==> config.mk <==
export PLATFORM = sky130hd
export DESIGN_NAME = water_heater_relay_thermostat
export DESIGN_NICKNAME = d
export VERILOG_FILES = /design/src/rtl/wht_pkg.sv /design/src/rtl/wht_cfg_regs.sv /design/src/rtl/wht_decide.sv /design/src/rtl/water_heater_relay_thermostat.sv
export SDC_FILE = /design/constraint.sdc
export NUM_CORES = 1
export LEC_CHECK = 0
export ABC_AREA = 1
export ABC_CLOCK_PERIOD_IN_PS = 4200
export BUFFER_PORTS_ARGS = -buffer_cell sky130_fd_sc_hd__buf_2
export CORE_MARGIN = 10
export CORE_UTILIZATION = 53
export DETAILED_ROUTE_END_ITERATION = 12
export PLACE_DENSITY = 0.9
export SYNTH_ARGS = -nofsm -noshare
export SYNTH_HDL_FRONTEND = slang
export SYNTH_SLANG_ARGS = --single-unit
==> constraint.sdc <==
create_clock -name i_clk -period 4.2 [get_ports i_clk]
set_input_delay 0.21 -clock i_clk [delete_from_list [all_inputs] [get_ports i_clk]]
set_output_delay 0.21 -clock i_clk [all_outputs]
set_load 0.05 [all_outputs]
==> src/rtl/wht_pkg.sv <==
// shared types, constants and register map of the water heater relay thermostat
`timescale 1ns / 1ps

package wht_pkg;

    localparam int TEMP_W    = 12;
    localparam int TARGET_W  = 10;
    localparam int BAND_W    = 8;
    localparam int STEP_W    = 3;
    localparam int CMP_W     = 13;
    localparam int IN_DATA_W = 24;
    localparam int OUT_DATA_W = 8;
    localparam int PADDR_W   = 4;
    localparam int PDATA_W   = 32;

    // limits in tenths of a degree
    localparam logic signed [CMP_W-1:0] OVERHEAT_LIMIT = 13'sd850;
    localparam logic signed [CMP_W-1:0] FROST_ON_BELOW = 13'sd40;
    localparam logic signed [CMP_W-1:0] FROST_OFF_AT   = 13'sd50;

    localparam logic [TARGET_W-1:0] TARGET_RESET   = 10'd600;
    localparam logic [BAND_W-1:0]   DEADBAND_RESET = 8'd10;
    localparam logic [BAND_W-1:0]   OVERRUN_RESET  = 8'd10;

    typedef enum logic [1:0] {
        REG_TARGET   = 2'd0,
        REG_DEADBAND = 2'd1,
        REG_OVERRUN  = 2'd2
    } t_reg_idx;

    typedef enum logic [STEP_W-1:0] {
        STEP_ECO        = 3'd1,
        STEP_COMFORT    = 3'd2,
        STEP_BOOST      = 3'd3,
        STEP_ANTIFREEZE = 3'd4
    } t_step;

    typedef enum logic [1:0] {
        ACT_OFF     = 2'd0,
        ACT_IDLE    = 2'd1,
        ACT_HEATING = 2'd2
    } t_action;

    typedef struct packed {
        logic [TARGET_W-1:0] target_temp;
        logic [BAND_W-1:0]   heat_deadband;
        logic [BAND_W-1:0]   heat_overrun;
    } t_cfg;

    typedef struct packed {
        logic signed [TEMP_W-1:0] temp_tenths;
        logic                     temp_valid;
        logic                     heat_enabled;
        logic [STEP_W-1:0]        heat_level;
        logic                     timer_armed;
        logic                     timer_fired;
    } t_item;

    typedef struct packed {
        logic       relay_small;
        logic       relay_large;
        logic [1:0] heat_action;
        logic       action_changed;
        logic       timer_done;
        logic       overheat;
    } t_result;

    typedef struct packed {
        logic [1:0] last_action;
        logic       antifreeze_heating;
    } t_state;

endpackage

==> src/rtl/wht_cfg_regs.sv <==
// apb configuration registers: target, deadband, overrun
`timescale 1ns / 1ps

module wht_cfg_regs (
    input  logic                        i_clk,
    input  logic                        i_rst_n,
    input  logic                        psel,
    input  logic                        penable,
    input  logic                        pwrite,
    input  logic [wht_pkg::PADDR_W-1:0] paddr,
    input  logic [wht_pkg::PDATA_W-1:0] pwdata,
    output logic [wht_pkg::PDATA_W-1:0] prdata,
    output logic                        pready,
    output wht_pkg::t_cfg               o_cfg
);
    import wht_pkg::*;

    t_cfg       r_cfg;
    logic [1:0] idx;
    logic       wr_en;

    assign idx    = paddr[3:2];
    assign wr_en  = psel & penable & pwrite;
    assign pready = 1'b1;
    assign o_cfg  = r_cfg;

    always_ff @(posedge i_clk) begin
        if (!i_rst_n) begin
            r_cfg.target_temp   <= TARGET_RESET;
            r_cfg.heat_deadband <= DEADBAND_RESET;
            r_cfg.heat_overrun  <= OVERRUN_RESET;
        end else if (wr_en) begin
            case (idx)
                REG_TARGET:   r_cfg.target_temp   <= pwdata[TARGET_W-1:0];
                REG_DEADBAND: r_cfg.heat_deadband <= pwdata[BAND_W-1:0];
                REG_OVERRUN:  r_cfg.heat_overrun  <= pwdata[BAND_W-1:0];
                default: ;
            endcase
        end
    end

    always_comb begin
        case (idx)
            REG_TARGET:   prdata = {{(PDATA_W-TARGET_W){1'b0}}, r_cfg.target_temp};
            REG_DEADBAND: prdata = {{(PDATA_W-BAND_W){1'b0}}, r_cfg.heat_deadband};
            REG_OVERRUN:  prdata = {{(PDATA_W-BAND_W){1'b0}}, r_cfg.heat_overrun};
            default:      prdata = '0;
        endcase
    end

endmodule

==> src/rtl/wht_decide.sv <==
// decision logic: overheat, anti-freeze, mode, timer and hysteresis checks
`timescale 1ns / 1ps

module wht_decide (
    input  wht_pkg::t_cfg    i_cfg,
    input  wht_pkg::t_item   i_item,
    input  wht_pkg::t_state  i_state,
    output wht_pkg::t_result o_result,
    output wht_pkg::t_state  o_state
);
    import wht_pkg::*;

    logic signed [CMP_W-1:0] t;
    logic signed [CMP_W-1:0] tgt;
    logic signed [CMP_W-1:0] lo;
    logic signed [CMP_W-1:0] hi;
    logic                    is_af;
    logic                    af;
    logic [1:0]              act;
    logic                    rly_small;
    logic                    rly_large;
    logic                    done;
    logic                    ovh;

    assign t     = CMP_W'(i_item.temp_tenths);
    assign tgt   = $signed({{(CMP_W-TARGET_W){1'b0}}, i_cfg.target_temp});
    assign lo    = tgt - $signed({{(CMP_W-BAND_W){1'b0}}, i_cfg.heat_deadband});
    assign hi    = tgt + $signed({{(CMP_W-BAND_W){1'b0}}, i_cfg.heat_overrun});
    assign is_af = (i_item.heat_level == STEP_ANTIFREEZE);

    always_comb begin
        // latch drops whenever the step is not anti-freeze
        af        = is_af & i_state.antifreeze_heating;
        act       = ACT_OFF;
        rly_small = 1'b0;
        rly_large = 1'b0;
        done      = 1'b0;
        ovh       = 1'b0;
        if (!i_item.temp_valid) begin
            act = ACT_OFF;
        end else if (t > OVERHEAT_LIMIT) begin
            ovh = 1'b1;
            act = ACT_OFF;
        end else if (is_af) begin
            if (!af && t < FROST_ON_BELOW) begin
                af = 1'b1;
            end else if (af && t >= FROST_OFF_AT) begin
                af = 1'b0;
            end
            if (af) begin
                rly_small = 1'b1;
                rly_large = 1'b1;
                act       = ACT_HEATING;
            end else begin
                act = ACT_IDLE;
            end
        end else if (!i_item.heat_enabled) begin
            act = ACT_OFF;
        end else if (i_item.timer_armed) begin
            act = ACT_IDLE;
        end else if (i_item.timer_fired && t >= hi) begin
            done = 1'b1;
            act  = ACT_OFF;
        end else begin
            // hysteresis band holds the previous action
            act = i_state.last_action;
            if (t <= lo) begin
                act = ACT_HEATING;
            end else if (t >= hi) begin
                act = ACT_IDLE;
            end
            if (act == ACT_HEATING) begin
                case (i_item.heat_level)
                    STEP_ECO:     rly_small = 1'b1;
                    STEP_COMFORT: rly_large = 1'b1;
                    STEP_BOOST: begin
                        rly_small = 1'b1;
                        rly_large = 1'b1;
                    end
                    default: ;
                endcase
            end
        end
    end

    assign o_result.relay_small    = rly_small;
    assign o_result.relay_large    = rly_large;
    assign o_result.heat_action    = act;
    assign o_result.action_changed = (act != i_state.last_action);
    assign o_result.timer_done     = done;
    assign o_result.overheat       = ovh;
    assign o_state.last_action        = act;
    assign o_state.antifreeze_heating = af;

endmodule

==> src/rtl/water_heater_relay_thermostat.sv <==
// top level of the water heater relay thermostat: stream ports, pipeline and state
`timescale 1ns / 1ps

// usage
//   slave stream carries one temperature request per beat; tdata packs from bit 0:
//   temp_tenths[11:0], heat_enabled, heat_level[2:0], timer_armed, timer_fired,
//   zero padding to 24 bits; tuser carries temp_valid
//   master stream returns one result per request; tdata packs from bit 0:
//   relay_small, relay_large, heat_action[1:0], action_changed, timer_done,
//   overheat, one zero pad bit
//   apb port sets target_temp (0x0), heat_deadband (0x4), heat_overrun (0x8);
//   write only while no request is in flight
// timing
//   a request is captured in an input register, decided in one pass of
//   compare-and-select logic, and lands in the output register; one request
//   per cycle is sustained while the receiver does not stall
// reset and stall
//   reset empties both registers, loads the register defaults (60.0 target,
//   1.0 deadband and overrun), and sets the last action to off with the
//   anti-freeze latch clear
//   when the receiver stalls the output holds and the input register still
//   takes one more request before s_axis_tready drops

module water_heater_relay_thermostat (
    input  logic                           i_clk,
    input  logic                           i_rst_n,
    // slave stream
    input  logic                           s_axis_tvalid,
    output logic                           s_axis_tready,
    // temp_tenths[11:0], heat_enabled, heat_level[2:0], timer_armed, timer_fired, pad
    input  logic [wht_pkg::IN_DATA_W-1:0]  s_axis_tdata,
    // temp_valid
    input  logic                           s_axis_tuser,
    // master stream
    output logic                           m_axis_tvalid,
    input  logic                           m_axis_tready,
    // relay_small, relay_large, heat_action[1:0], action_changed, timer_done,
    // overheat, pad
    output logic [wht_pkg::OUT_DATA_W-1:0] m_axis_tdata,
    // apb configuration
    input  logic                           psel,
    input  logic                           penable,
    input  logic                           pwrite,
    input  logic [wht_pkg::PADDR_W-1:0]    paddr,
    input  logic [wht_pkg::PDATA_W-1:0]    pwdata,
    output logic [wht_pkg::PDATA_W-1:0]    prdata,
    output logic                           pready
);
    import wht_pkg::*;

    t_cfg    cfg;
    t_item   n_item;
    t_item   r_item;
    logic    r_in_valid;
    t_result res;
    t_result r_res;
    logic    r_out_valid;
    t_state  r_state;
    t_state  n_state;
    logic    advance;
    logic    take_in;

    wht_cfg_regs u_cfg (
        .i_clk   (i_clk),
        .i_rst_n (i_rst_n),
        .psel    (psel),
        .penable (penable),
        .pwrite  (pwrite),
        .paddr   (paddr),
        .pwdata  (pwdata),
        .prdata  (prdata),
        .pready  (pready),
        .o_cfg   (cfg)
    );

    // unpack the request
    assign n_item.temp_tenths  = $signed(s_axis_tdata[11:0]);
    assign n_item.heat_enabled = s_axis_tdata[12];
    assign n_item.heat_level   = s_axis_tdata[15:13];
    assign n_item.timer_armed  = s_axis_tdata[16];
    assign n_item.timer_fired  = s_axis_tdata[17];
    assign n_item.temp_valid   = s_axis_tuser;

    // move the held request forward when the output register is free or draining
    assign advance       = r_in_valid & (~r_out_valid | m_axis_tready);
    assign s_axis_tready = ~r_in_valid | advance;
    assign take_in       = s_axis_tvalid & s_axis_tready;

    wht_decide u_decide (
        .i_cfg    (cfg),
        .i_item   (r_item),
        .i_state  (r_state),
        .o_result (res),
        .o_state  (n_state)
    );

    always_ff @(posedge i_clk) begin
        if (!i_rst_n) begin
            r_in_valid                 <= 1'b0;
            r_out_valid                <= 1'b0;
            r_state.last_action        <= ACT_OFF;
            r_state.antifreeze_heating <= 1'b0;
        end else begin
            if (take_in) begin
                r_in_valid <= 1'b1;
            end else if (advance) begin
                r_in_valid <= 1'b0;
            end
            if (advance) begin
                r_out_valid <= 1'b1;
                r_state     <= n_state;
            end else if (m_axis_tready) begin
                r_out_valid <= 1'b0;
            end
        end
    end

    // payload registers
    always_ff @(posedge i_clk) begin
        if (take_in) begin
            r_item <= n_item;
        end
        if (advance) begin
            r_res <= res;
        end
    end

    assign m_axis_tvalid = r_out_valid;
    assign m_axis_tdata  = {1'b0, r_res.overheat, r_res.timer_done, r_res.action_changed,
                            r_res.heat_action, r_res.relay_large, r_res.relay_small};

endmodule

==> run metrics <==
DR vias=around 3300; TritonCTS clock tree=yes; fin nets=between 600 and 700; CTS resizes=0; Yosys warning count=0; gr ovfl total=0; unrepaired setup endpoints after global routing=no; H-Tree Depth=3; post-DP HPWL=7109 um; post-synth top area share=0.2048; Die Area=0.01099 mm2; Area Overhead vs Synth=12.34%; most frequent cells after synthesis=nand2_1, inv_1, ha_1, nor2_1; setup_tns=0 ns; Hold Vio Cnt, Final=0; vias in the first global route=roughly 3300; layout cells sized above 1=0.1875; buffer count from post-CTS setup fixing=0; remaining antenna violation count after routing=0; Seq. cell area=roughly 0.0014 mm2; FILL cells=roughly 580; Crit path max-delay family=simple AND/OR/NAND/NOR gates; Synth Register Bits=57; complex-gate fraction of the synthesized area=0.1168; Final setup viols=0; Netlist cell types=36; Slowest-stage cell, CP=fa_1; Critical Path End Type=register; worst r2r src=u_cfg.o_cfg[0]; R2R depth=26; fin crit share=0.8749; Reg2Reg Setup Slack=~0.53 ns; Synth Area in Adders=0.1385; DR vias/cell=5.173; CP dominant cell by count=nand2_1; Post-Synthesis Cells=roughly 480; Starting Density=0.5520; Post-Route WL=about 9000 um; post-synthesis mux area share=0; cell with the most instances after synthesis=nand2_1; first-pass GRT wire length=about 15000 um; peak supply drop=roughly 0.28 mV; Clock Pin Slew Worst Setup and Hold Paths=~0.07 ns; CTS Buf Count=9; die height=roughly 100 um; average size of a mapped cell=between 7 and 8 um2; Clock Skew=0.008438 ns; post-synthesis simple-gate area fraction=0.2166; leak pwr=between 0.002 and 0.0025 uW; Seq pwr share=0.446; antenna violations before repair=0; clock share of power=0.354; largest family of logic cells by synthesized area=simple AND/OR/NAND/NOR gates; post-synthesis sequential area ratio=0.3676; min-delay worst type=in -> reg; Iter 0 DRT Violations=134; Synth Flop Type=dfxtp_1; Power Total=around 1400 uW; WL/cell=13.90 um; WP depth=26; data arrival time of the critical path=roughly 3.8 ns; xor-xnor portion of the synthesized cell area=0.03446; hold buffers post-CTS=0; Worst Min Path Start=s_axis_tdata[9]; CORE AREA=between 0.006 and 0.007 mm2; Max Freq=approximately 270 MHz; Worst Setup EP=m_axis_tdata[4]; Async SR Flop Fraction=0; Worst Setup Start Kind=register; launch point of the critical path=u_cfg.o_cfg[0]; Ant. Diodes=0; Max Buffers Root-to-Sink=2; largest net degree at the start of global routing=30; root buffer cell=clkbuf_8; Pre-Repair DR Iteration Count=5; Min Clock Period, post-route=approximately 3.7 ns; synth top area cells=edfxtp_1, dfxtp_1, ha_1; combinational share of power=0.200; sw frac=0.3177; kind of critical path=reg -> reg; reg-to-reg endpoint=m_axis_tdata[4]; critical path peak fanout=4; I/O Buffers=56; number of synthesized flops with an enable pin=26; Net Switching=approximately 440 uW; worst slew pin tran=a little under 0.8 ns; P_int=~960 uW; WP data required=~4.3 ns; io pins=between 100 and 150; clk_lat worst skew=approximately 0.35 ns; Pwr Density=roughly 330 mW/mm2; Multi-input gate area=about 0.0020 mm2; Synth Cell Area=0.003812 mm2; Max Cap Violations=0; CP max stage delay=0.40 ns; Final GP Congestion=a little under 0.9; Max-slew headroom=0.4845; status=complete, no violations; Sink Count=57; Die X-Extent=around 100 um; max-slew violations=0; gr usage total=0.1597; top cell type by total area after synthesis=edfxtp_1; row cnt=30; Residual DRC=0; Buf/Inv on CP=2
## cells in the final DEF (no fill, tap or decap), drive strengths merged, types with 6 or more instances in the layout
cell    count
nand2     108
inv        73
buf        56
ha         39
nor2       38
a21oi      32
dfxtp      31
o21ai      28
edfxtp     26
conb       24
nand3      23
xor2       13
o211ai     12
clkbuf     10
nand4       6
## registers in the layout, summed over array words and instances, names as in the netlist
name,count
m_axis_tdata,7
r_item,19
r_state,3
m_axis_tvalid,1
r_in_valid,1
u_cfg.o_cfg,26
## routing by layer
metal  GRT usage  wire length, um
met5           0                0
met4     0.06078              172
met2      0.2745             4234
met3     0.05897              783
met1      0.1752             3704
## area by class of cell
class | instances | share of cell area
clock inverters | 6 | 0.01373
inverters | 73 | 0.06398
well taps | 96 | 0.02805
flip-flops and latches | 57 | 0.3272
clock buffers | 10 | 0.02980
multi-input cells | 342 | 0.4718
repair buffers | 56 | 0.06544
## cells by family (layout without fill, tap and decap cells)
group,after synthesis,in the layout
adder cells (fa/ha/maj),41,41
AO/OA/AOI/OAI,77,77
flip-flops,57,57
other,2,24
AND/OR/NAND/NOR,185,185
buffers and inverters,102,145
XOR/XNOR,15,15
## per-stage QoR
stage / cells / setup WS [ns] / cell area, um2 / util / hold slack, ns
after floorplan: 501 / 0.9813 / 3895 / - / 0.3089
after global placement: 624 / 0.7121 / 4096 / 0.5931 / 0.3880
after detailed placement: 624 / 0.5653 / 4096 / 0.5931 / 0.3882
after CTS: 640 / 0.5315 / 4283 / 0.6201 / 0.02945
after global routing: 640 / 0.1898 / 4283 / 0.6201 / 0.03171
final: 640 / 0.5255 / 4283 / 0.6201 / 0.03474
## worst min path at each step
stage / cells past startpoint / to / slack, ns
after CTS: 1 / r_item[15] / 0.03
after floorplan: 0 / r_item[0] / 0.31
after detailed placement: 1 / r_item[5] / 0.39
after global routing: 1 / r_item[15] / 0.03
after global placement: 1 / r_item[18] / 0.39
final: 1 / r_item[16] / 0.03
## power groups by stage
| stage | sequential (uW) | combinational, uW | clock (uW) |
|---|---|---|---|
| after floorplan | 646 | 219 | 0 |
| after global placement | 635 | 267 | 0 |
| after detailed placement | 635 | 278 | 0 |
| after CTS | 624 | 280 | 499 |
| after global routing | 627 | 311 | 519 |
| final | 624 | 280 | 496 |
(Power assumes the default switching activity.)
